--- config.mk ---
export PLATFORM = sky130hd
export DESIGN_NAME = display_frame_deframer
export DESIGN_NICKNAME = d
export VERILOG_FILES = /design/src/design/dfd_pkg.sv /design/src/design/display_frame_deframer.sv /design/src/design/dfd_front.sv /design/src/design/dfd_queue.sv /design/src/design/dfd_back.sv
export SDC_FILE = /design/constraint.sdc
export NUM_CORES = 1
export LEC_CHECK = 0
export BUFFER_PORTS_ARGS = -buffer_cell sky130_fd_sc_hd__buf_2
export CORE_MARGIN = 2
export CORE_UTILIZATION = 55
export DETAILED_ROUTE_END_ITERATION = 8
export PLACE_DENSITY = 0.73
export SYNTH_ARGS = -nofsm -noshare
export SYNTH_HDL_FRONTEND = slang
export SYNTH_SLANG_ARGS = --single-unit
--- constraint.sdc ---
create_clock -name clk_i -period 5.35 [get_ports clk_i]
set_input_delay 1.07 -clock clk_i [delete_from_list [all_inputs] [get_ports clk_i]]
set_output_delay 1.07 -clock clk_i [all_outputs]
set_load 0.1 [all_outputs]
--- src/design/dfd_pkg.sv ---
`timescale 1ns / 1ps

package dfd_pkg;

  localparam logic [7:0] HDR0    = 8'h5A;
  localparam logic [7:0] HDR1    = 8'hA5;
  localparam logic [7:0] CMD_VP  = 8'h83;
  localparam logic [7:0] CMD_ACK = 8'h82;
  localparam logic [7:0] OK0     = 8'h4F;
  localparam logic [7:0] OK1     = 8'h4B;

  typedef enum logic [1:0] {
    KIND_VP      = 2'd0,
    KIND_ACK_OK  = 2'd1,
    KIND_ACK     = 2'd2,
    KIND_UNKNOWN = 2'd3
  } kind_e;

  // what the back end has to emit for one queued job
  typedef enum logic [1:0] {
    OP_ONE  = 2'd0,  // a single result
    OP_HDR3 = 2'd1,  // 5A A5 00, zero-length frame
    OP_HDR4 = 2'd2   // 5A A5 len cmd, unknown command replay
  } op_e;

  typedef struct packed {
    op_e        op;
    logic       has;
    logic [7:0] data;
    logic [7:0] len;
    logic       last;
    kind_e      kind;
  } job_t;

endpackage

--- src/design/display_frame_deframer.sv ---
`timescale 1ns / 1ps

// channel | valid       | ready       | payload
// input   | in_valid_i  | in_ready_o  | rx_byte_i
// output  | out_valid_o | out_ready_i | has_byte_o out_byte_o last_o msg_kind_o
//
// the front end parses one byte per cycle and pushes a job into a 4-entry queue
// the back end expands each job into 1 to 4 results, one per cycle, into a
// registered output slot; a header replay yields 3 or 4 results
// input stalls only when the job queue is full; output stalls back up into it
// asynchronous active-low reset returns the parser to header hunt, queue empty

module display_frame_deframer import dfd_pkg::*; (
  input  logic       clk_i,
  input  logic       rst_ni,
  input  logic       in_valid_i,
  output logic       in_ready_o,
  input  logic [7:0] rx_byte_i,
  output logic       out_valid_o,
  input  logic       out_ready_i,
  output logic       has_byte_o,
  output logic [7:0] out_byte_o,
  output logic       last_o,
  output logic [1:0] msg_kind_o
);

  logic push, full, q_valid, pop;
  job_t job_in, job_out;

  dfd_front u_front (
    .clk_i, .rst_ni, .in_valid_i, .rx_byte_i, .in_ready_o,
    .q_full_i(full), .push_o(push), .job_o(job_in)
  );

  dfd_queue u_queue (
    .clk_i, .rst_ni, .push_i(push), .job_i(job_in), .full_o(full),
    .valid_o(q_valid), .job_o(job_out), .pop_i(pop)
  );

  dfd_back u_back (
    .clk_i, .rst_ni, .q_valid_i(q_valid), .job_i(job_out), .pop_o(pop),
    .out_valid_o, .out_ready_i, .has_byte_o, .out_byte_o, .last_o, .msg_kind_o
  );

endmodule

--- src/design/dfd_front.sv ---
`timescale 1ns / 1ps

module dfd_front import dfd_pkg::*; (
  input  logic       clk_i,
  input  logic       rst_ni,
  input  logic       in_valid_i,
  input  logic [7:0] rx_byte_i,
  output logic       in_ready_o,
  input  logic       q_full_i,
  output logic       push_o,
  output job_t       job_o
);

  typedef enum logic [2:0] {
    PH_HUNT0 = 3'd0,
    PH_HUNT1 = 3'd1,
    PH_LEN   = 3'd2,
    PH_CMD   = 3'd3,
    PH_DATA  = 3'd4
  } phase_e;

  phase_e     phase_q, phase_d;
  logic [7:0] len_q, len_d;
  logic [7:0] left_q, left_d;
  logic [7:0] cmd_q, cmd_d;
  logic [1:0] ok_q, ok_d;
  logic       fire;
  logic       gen;
  logic [7:0] pos;
  logic       known;
  logic       done;

  function automatic kind_e final_kind(logic [7:0] cmd, logic [7:0] len, logic [1:0] ok);
    kind_e k;
    if (cmd == CMD_VP) k = KIND_VP;
    else if (cmd == CMD_ACK) k = (len == 8'd3 && ok == 2'd2) ? KIND_ACK_OK : KIND_ACK;
    else k = KIND_UNKNOWN;
    return k;
  endfunction

  assign in_ready_o = !q_full_i;
  assign fire       = in_valid_i && in_ready_o;
  assign push_o     = fire && gen;
  assign pos        = len_q - 8'd1 - left_q;
  assign known      = (rx_byte_i == CMD_VP) || (rx_byte_i == CMD_ACK);
  assign done       = (len_q == 8'd1);

  always_comb begin
    phase_d = phase_q;
    len_d   = len_q;
    left_d  = left_q;
    cmd_d   = cmd_q;
    ok_d    = ok_q;
    gen     = 1'b0;
    job_o   = '{op: OP_ONE, has: 1'b1, data: rx_byte_i, len: len_q, last: 1'b0,
                kind: KIND_VP};
    case (phase_q)
      PH_HUNT1: begin
        if (rx_byte_i == HDR1) phase_d = PH_LEN;
        else if (rx_byte_i == HDR0) phase_d = PH_HUNT1;
        else phase_d = PH_HUNT0;
      end
      PH_LEN: begin
        len_d = rx_byte_i;
        if (rx_byte_i == 8'd0) begin
          gen        = 1'b1;
          job_o.op   = OP_HDR3;
          job_o.last = 1'b1;
          job_o.kind = KIND_UNKNOWN;
          phase_d    = PH_HUNT0;
        end else begin
          phase_d = PH_CMD;
        end
      end
      PH_CMD: begin
        cmd_d   = rx_byte_i;
        ok_d    = 2'd0;
        left_d  = len_q - 8'd1;
        phase_d = done ? PH_HUNT0 : PH_DATA;
        if (known) begin
          gen        = done;
          job_o.has  = 1'b0;
          job_o.data = 8'd0;
          job_o.last = 1'b1;
          job_o.kind = final_kind(rx_byte_i, len_q, 2'd0);
        end else begin
          gen        = 1'b1;
          job_o.op   = OP_HDR4;
          job_o.last = done;
          job_o.kind = KIND_UNKNOWN;
        end
      end
      PH_DATA: begin
        if (pos == 8'd0) ok_d = (rx_byte_i == OK0) ? 2'd1 : 2'd0;
        else if (pos == 8'd1) ok_d = (ok_q == 2'd1 && rx_byte_i == OK1) ? 2'd2 : 2'd0;
        else ok_d = 2'd0;
        left_d     = left_q - 8'd1;
        gen        = 1'b1;
        job_o.last = (left_d == 8'd0);
        job_o.kind = (left_d == 8'd0) ? final_kind(cmd_q, len_q, ok_d) : KIND_VP;
        if (left_d == 8'd0) phase_d = PH_HUNT0;
      end
      default: begin
        phase_d = (rx_byte_i == HDR0) ? PH_HUNT1 : PH_HUNT0;
      end
    endcase
  end

  always_ff @(posedge clk_i or negedge rst_ni) begin
    if (!rst_ni) begin
      phase_q <= PH_HUNT0;
      len_q   <= 8'd0;
      left_q  <= 8'd0;
      cmd_q   <= 8'd0;
      ok_q    <= 2'd0;
    end else if (fire) begin
      phase_q <= phase_d;
      len_q   <= len_d;
      left_q  <= left_d;
      cmd_q   <= cmd_d;
      ok_q    <= ok_d;
    end
  end

endmodule

--- src/design/dfd_queue.sv ---
`timescale 1ns / 1ps

module dfd_queue import dfd_pkg::*; (
  input  logic clk_i,
  input  logic rst_ni,
  input  logic push_i,
  input  job_t job_i,
  output logic full_o,
  output logic valid_o,
  output job_t job_o,
  input  logic pop_i
);

  localparam int Depth = 4;

  job_t       mem_q [Depth];
  logic [1:0] wr_q, rd_q;
  logic [2:0] cnt_q;

  assign full_o  = (cnt_q == 3'(Depth));
  assign valid_o = (cnt_q != 3'd0);
  assign job_o   = mem_q[rd_q];

  always_ff @(posedge clk_i) begin
    if (push_i) mem_q[wr_q] <= job_i;
  end

  always_ff @(posedge clk_i or negedge rst_ni) begin
    if (!rst_ni) begin
      wr_q  <= 2'd0;
      rd_q  <= 2'd0;
      cnt_q <= 3'd0;
    end else begin
      if (push_i) wr_q <= wr_q + 2'd1;
      if (pop_i) rd_q <= rd_q + 2'd1;
      cnt_q <= cnt_q + {2'd0, push_i} - {2'd0, pop_i};
    end
  end

  assert property (@(posedge clk_i) disable iff (!rst_ni) cnt_q <= 3'(Depth))
    else $error("queue count overflow");
  assert property (@(posedge clk_i) disable iff (!rst_ni) !(push_i && full_o))
    else $error("push into full queue");
  assert property (@(posedge clk_i) disable iff (!rst_ni) !(pop_i && !valid_o))
    else $error("pop from empty queue");

endmodule

--- src/design/dfd_back.sv ---
`timescale 1ns / 1ps

module dfd_back import dfd_pkg::*; (
  input  logic       clk_i,
  input  logic       rst_ni,
  input  logic       q_valid_i,
  input  job_t       job_i,
  output logic       pop_o,
  output logic       out_valid_o,
  input  logic       out_ready_i,
  output logic       has_byte_o,
  output logic [7:0] out_byte_o,
  output logic       last_o,
  output logic [1:0] msg_kind_o
);

  logic [1:0] idx_q;
  logic       ov_q;
  logic       has_q, last_q;
  logic [7:0] byte_q;
  kind_e      kind_q;
  logic       load;
  logic       fin;
  logic       r_has, r_last;
  logic [7:0] r_byte;
  kind_e      r_kind;

  always_comb begin
    r_has  = 1'b1;
    r_byte = HDR0;
    r_last = 1'b0;
    r_kind = KIND_VP;
    fin    = 1'b0;
    case (job_i.op)
      OP_ONE: begin
        r_has  = job_i.has;
        r_byte = job_i.data;
        r_last = job_i.last;
        r_kind = job_i.kind;
        fin    = 1'b1;
      end
      OP_HDR3: begin
        case (idx_q)
          2'd0:    r_byte = HDR0;
          2'd1:    r_byte = HDR1;
          default: begin
            r_byte = 8'd0;
            r_last = 1'b1;
            r_kind = KIND_UNKNOWN;
            fin    = 1'b1;
          end
        endcase
      end
      OP_HDR4: begin
        case (idx_q)
          2'd0:    r_byte = HDR0;
          2'd1:    r_byte = HDR1;
          2'd2:    r_byte = job_i.len;
          default: begin
            r_byte = job_i.data;
            r_last = job_i.last;
            r_kind = job_i.last ? KIND_UNKNOWN : KIND_VP;
            fin    = 1'b1;
          end
        endcase
      end
      default: fin = 1'b1;
    endcase
  end

  // output slot is free when empty or being drained this cycle
  assign load  = q_valid_i && (!ov_q || out_ready_i);
  assign pop_o = load && fin;

  always_ff @(posedge clk_i or negedge rst_ni) begin
    if (!rst_ni) begin
      idx_q <= 2'd0;
      ov_q  <= 1'b0;
    end else begin
      if (load) idx_q <= fin ? 2'd0 : idx_q + 2'd1;
      if (load) ov_q <= 1'b1;
      else if (out_ready_i) ov_q <= 1'b0;
    end
  end

  always_ff @(posedge clk_i) begin
    if (load) begin
      has_q  <= r_has;
      byte_q <= r_byte;
      last_q <= r_last;
      kind_q <= r_kind;
    end
  end

  assign out_valid_o = ov_q;
  assign has_byte_o  = has_q;
  assign out_byte_o  = byte_q;
  assign last_o      = last_q;
  assign msg_kind_o  = kind_q;

endmodule

# Yosys cells after proc, flatten, opt, wreduce, memory -nomap -nowiden
# Memories as Yosys holds them, arrays and structs flattened.
# Index checks and enable logic that the tools add are counted.
dict set report word_totals {
  reg_bits 51
  ramBits 88
  inputBits 12
  wordCells 117
  mem_count 1
}
dict set report op_classes {
  add_sub_neg 8
  n_eq_ne 23
  mux 47
  reduce_logical 24
}
# name words width rd rd_ports_with_merged_regs wr line
set mem_list {}
lappend mem_list {u_queue.mem_q 4 22 1 0 1 dfd_queue.sv:16} ;# job_t mem_q [Depth];
# cell n
set ops {}
lappend ops {{case mux 8 bit (3 select lines)} 2}
lappend ops {{equality test 8 bit, second input constant} 5}
lappend ops {{case mux 8 bit (2 select lines)} 2}
lappend ops {{two-way mux 2 bit} 15}
lappend ops {{equality test 8 x 7 -> 1 bit, second input constant} 3}
lappend ops {{logical NOT 8 bit} 3}
lappend ops {{two-way mux 9 bit} 2}
lappend ops {{equality test 8 x 1 -> 1 bit, second input constant} 2}
lappend ops {{subtractor 8 x 1 -> 8 bit, second input constant} 2}
lappend ops {{two-way mux 3 bit} 5}
lappend ops {{two-way mux 1 bit} 13}
lappend ops {{case mux 3 bit (4 select lines)} 1}
lappend ops {{case mux 3 bit (3 select lines)} 1}
lappend ops {{equality test 8 x 2 -> 1 bit, second input constant} 1}
lappend ops {{case mux 2 bit (2 select lines)} 2}
lappend ops {{AND reduction 2 bit} 4}
lappend ops {{subtractor 8 bit} 1}
lappend ops {{adder 2 x 1 -> 2 bit, second input constant} 3}
lappend ops {{equality test 2 x 1 -> 1 bit, second input constant} 3}
lappend ops {{equality test 2 bit, second input constant} 3}
lappend ops {{equality test 3 x 2 -> 1 bit, second input constant} 2}
lappend ops {{equality test 3 bit, second input constant} 2}
lappend ops {{logical AND 1 bit} 6}
lappend ops {{case mux 1 bit (3 select lines)} 2}
lappend ops {{13 further kinds} 17}

# Logic depth before layout (Yosys ltp)
dict set report depth {
  depth_word 13
  ltp_mapped 16
  ltp_nobuf 14
}

# Hierarchy
# From an unflattened synthesis, not the netlist that was laid out.
dict set report unflattened {
  cells_unflattened 485
  area_unflattened_um2 6759.0
}
# mod n_inst cells_per_inst area_per_inst_um2 seq_area_each_um2
set by_module_without_submodules {}
lappend by_module_without_submodules {dfd_queue 1 149 3601.0 2817.7}
lappend by_module_without_submodules {dfd_front 1 248 2223.4 725.7}
lappend by_module_without_submodules {dfd_back 1 88 934.6 435.4}

# Worst setup path before layout
# No wires, ideal clock.
dict set report synth_path {
  path_kind {reg2reg}
  from {register u_queue.rd_q[0]}
  to {register u_queue.cnt_q[2]}
  setup_ns 0.125
  t_arrival_ns 3.562
  required_time_ns 5.225
  slack_ns 1.663
  path_stages_with_launch 16
  cell_sequence {dfrtp_1 -> buf_2 -> buf_1 -> mux4_2 -> inv_1 -> ha_1 -> nor3b_1 -> nor2_1 -> nor2_1 -> ha_1 -> inv_1 -> ha_1 -> inv_1 -> fa_1 -> xnor2_1 -> xnor2_1}
}
dict set report synth_between {
  elab_chain_len 5
}
# element line
set synth_rtl {}
lappend synth_rtl {{start, declared} dfd_queue.sv:17} ;# logic [1:0] wr_q, rd_q;
lappend synth_rtl {{start signal, assigned} dfd_queue.sv:35} ;# if (pop_i) rd_q <= rd_q + 2'd1;
lappend synth_rtl {{memory read (4 x 22 bit) (*)} -}
lappend synth_rtl {{equality test 2 bit / equality test 2 x 1 -> 1 bit (equally long branches)} dfd_back.sv:34} ;# case (job_i.op)
lappend synth_rtl {{case mux 1 bit (2 select lines) (*)} dfd_back.sv:34}
lappend synth_rtl {{logical AND 1 bit (*)} dfd_back.sv:73} ;# assign pop_o = load && fin;
lappend synth_rtl {{net pop} display_frame_deframer.sv:27} ;# logic push, full, q_valid, pop;
lappend synth_rtl {{subtractor 3 x 1 -> 3 bit (*)} dfd_queue.sv:36} ;# cnt_q <= cnt_q + {2'd0, push_i} - {2'd0, pop_i};
lappend synth_rtl {{end signal, assigned} dfd_queue.sv:36}
lappend synth_rtl {{end, declared} dfd_queue.sv:18} ;# logic [2:0] cnt_q;
# Mark *: on every way through the listed nets, which the timed path passes. The rest lies on a longest branch.
# A chain may end at the register's enable or synchronous reset.

# Worst setup path after layout
# Ends and elaborated chain as after synthesis.

==> results.md <==
- H-tree depth: 4
- 1st-pass router iterations: 5
- CP Data Required Time: around 5.7 ns
- Yosys reg bits: between 100 and 150
- First DRT Iteration DRCs: 299
- Total Routed Length: between 10,000 and 15,000 µm
- Die ar.: approximately 13,000 µm²
- Post-synth ARST share: 0.281
- Area Growth Syn to Fin: 13.1%
- Finished Layout Cells: 665
- Yosys top cell by area: edfxtp_1
- Ys flop type: edfxtp_1
- Leakage: ~0.0030 µW
- Startpoint Class: register
- Vias in the first global route: between 3,000 and 4,000
- Slew Viols, Final: 0
- Initial antenna violation count: 0
- Worst-path clk slew: roughly 0.060 ns
- Netlist Area Pre-Place: between 6000 and 7000 µm²
- Initial Util: 0.570
- Core ar.: about 12,000 µm²
- Clk sinks: approximately 140
- Final hold violation count: 0
- Seq/Total Area, Yosys: 0.604
- Crit path capture type: register
- Worst Path Arrival: around 4.0 ns
- Cts repair resizes: 0
- CTS tree: built
- TritonCTS Buffers: 17
- Min Tclk post-route: roughly 3.7 ns
- Number of cell rows: 39
- Synth top area share: 0.456
- GR Util met3: 0.0584
- Post-CTS setup buffers: 0
- Die X: between 100 and 150 µm
- HP Class: register to register
- Status: complete, no violations
- Crit share post-route: 0.692
- Crit-path max FO: 11
- RSZ-0062 raised after global routing: no
- Port Buf Inserts: 25
- Hold Buf Count CTS: 0
- # IOs: 26
- Routing usage on met2: 0.357
- Tightest Pin Transition: 0.952 ns
- Max Cap Violations: 0
- Synth cell types: 58
- Remaining DRCs: 0
- TNS Setup: 0 ns
- Pin count of the biggest net entering global routing: 40
- Number of flops mapped to enable cells by yosys: 100
- GR Util met1: 0.284
- WS Path Type: register to register
- Antenna diode count: 0
- Max clock buf depth: 2
- Share of post-route cells with drive strength above 1: 0.216
- Max Fclk: 270 MHz
- Routability cong.: between 0.9 and 1
- Peak VDD IR: around 0.00023 V
- Top cells by count, synth: 100 x edfxtp_1, 39 x dfrtp_1, 33 x nor2_1
- Via count: 3,967
- Design Area, Final: roughly 7500 µm²
- HPWL Detailed: around 8900 µm
- Syn Area/Cell: between 10 and 15 µm²
- Mapped Nets: 519
- Root Buffer: clkbuf_16
- Most common cell in the netlist: edfxtp_1
- First-pass GRT wire length: about 21,000 µm
- Post-Place Cell Area: ~6900 µm²
- Cells after Synth: 478
- Global route total overflow: 0
- Antenna-violating nets left: 0
- DP Cell Count: around 630
- Power Density: a little over 400 nW/µm²
- Total track usage: 0.215
- Nets: approximately 550
- Routed length per instance: just under 20 µm
- Via-to-Cell Ratio: slightly below 6
- Setup Skew: around 0.0075 ns
- Ranking of synthesized cells by area: edfxtp_1 46%, dfrtp_1 15%, mux4_2 7.5%
- Total power: between 3000 and 4000 µW
- Clk Latency, worst-skew pair: 0.42 ns
- Slew headroom: 0.365
- GRT busiest layer: met2
- Die height: between 100 and 150 µm
- Final setup violation count: 0
- Synth Warn #: 0
worst max-delay path, stage by stage, from the launching register on:
cell	delay [ns]
dfrtp_1	0.74
mux4_2	0.62
inv_1	0.10
ha_1	0.25
nor3b_1	0.35
nor2_1	0.15
nor2_1	0.22
ha_1	0.27
inv_1	0.05
ha_1	0.12
inv_1	0.05
fa_1	0.38
xnor2_1	0.15
xnor2_1	0.12
logic make-up (layout without fill, tap and decap cells):
kind of cell	count (synthesis)	count (layout)	synth area share
AOI/OAI and AO/OA	87	87	0.0879
xor gates and xnor gates	15	15	0.0220
and+or+nand+nor	119	119	0.0949
adders and majority gates	29	29	0.0573
DFF	139	139	0.604
buffers and inverters	50	94	0.0300
muxes	39	39	0.104
layout make-up:
type	count	area (µm²)
Clock buffer	18	429
Fill cell	830	4110
Tap cell	143	179
Timing Repair Buffer	32	178
Sequential cell	139	3980
Clock inverter	13	151
Multi-Input combinational cell	289	2420
Inverter	31	116
cells in the final DEF (no fill, tap or decap), types with 4 or more instances in the layout:
master | synthesis | layout
edfxtp_1 | 100 | 100
dfrtp_1 | 39 | 39
inv_1 | 31 | 31
nand2_1 | 30 | 30
nor2_1 | 33 | 29
ha_1 | 27 | 27
o21ai_0 | 25 | 25
buf_2 | 2 | 25
mux4_2 | 22 | 22
a21oi_1 | 22 | 22
mux2_2 | 17 | 17
clkbuf_16 | 0 | 17
nor3_1 | 8 | 8
nand2b_1 | 8 | 8
xor2_1 | 7 | 7
xnor2_1 | 7 | 7
buf_4 | 0 | 7
and2_1 | 6 | 6
nor3b_1 | 5 | 5
o211ai_1 | 5 | 5
nand3_1 | 5 | 5
a221oi_1 | 4 | 4
a21o_1 | 4 | 4
a31oi_1 | 4 | 4
nor2_2 | 0 | 4
clkinvlp_4 | 0 | 4
layer usage:
layer	wire [µm]	vias up	share of wire
met2	6360	118	0.49
met1	5660	1965	0.44
met4	173	0	0.013
met5	0	-	0
li1	-	1869	-
met3	680	15	0.053
power by group:
group	leakage, µW	internal (µW)	total [µW]	switching (µW)
clock network	0.000273	724	1150	425
registers	0.00153	1210	1270	60.2
logic	0.00117	228	624	396
worst paths after layout:
path | end | depth (start not counted) | from | slack [ns]
setup / recovery | u_queue.cnt_q[2] | 13 | u_queue.rd_q[0] | 1.65
setup reg to reg | u_queue.cnt_q[2] | 13 | u_queue.rd_q[0] | 1.65
hold / removal | u_front.ok_q[0] | 2 | u_front.ok_q[0] | 0.50
hold reg to reg | u_front.ok_q[0] | 2 | u_front.ok_q[0] | 0.50
min in group asynchronous | u_back.out_valid_o | 1 | rst_ni | 0.79
max in group asynchronous | u_front.cmd_q[1] | 1 | rst_ni | 3.94
per-stage QoR:
stage               utilization  setup slack, ns  hold WS [ns]
global route              0.645             1.32         0.517
finish                    0.645             1.65         0.499
CTS                       0.645             1.62         0.490
detailed placement        0.595             1.65         0.477
global placement          0.595             1.73         0.467
floorplan                     -             1.66         0.449
sequential cells by signal, indices dropped and copies added (netlist names), 3 cells and up:
register	flops
u_front.len_q	8
u_front.cmd_q	8
u_front.phase_q	3
u_back.out_byte_o	8
u_front.left_q	8
u_queue.mem_q	88
u_queue.cnt_q	3
Note: power is estimated with default switching activity, not from simulation.
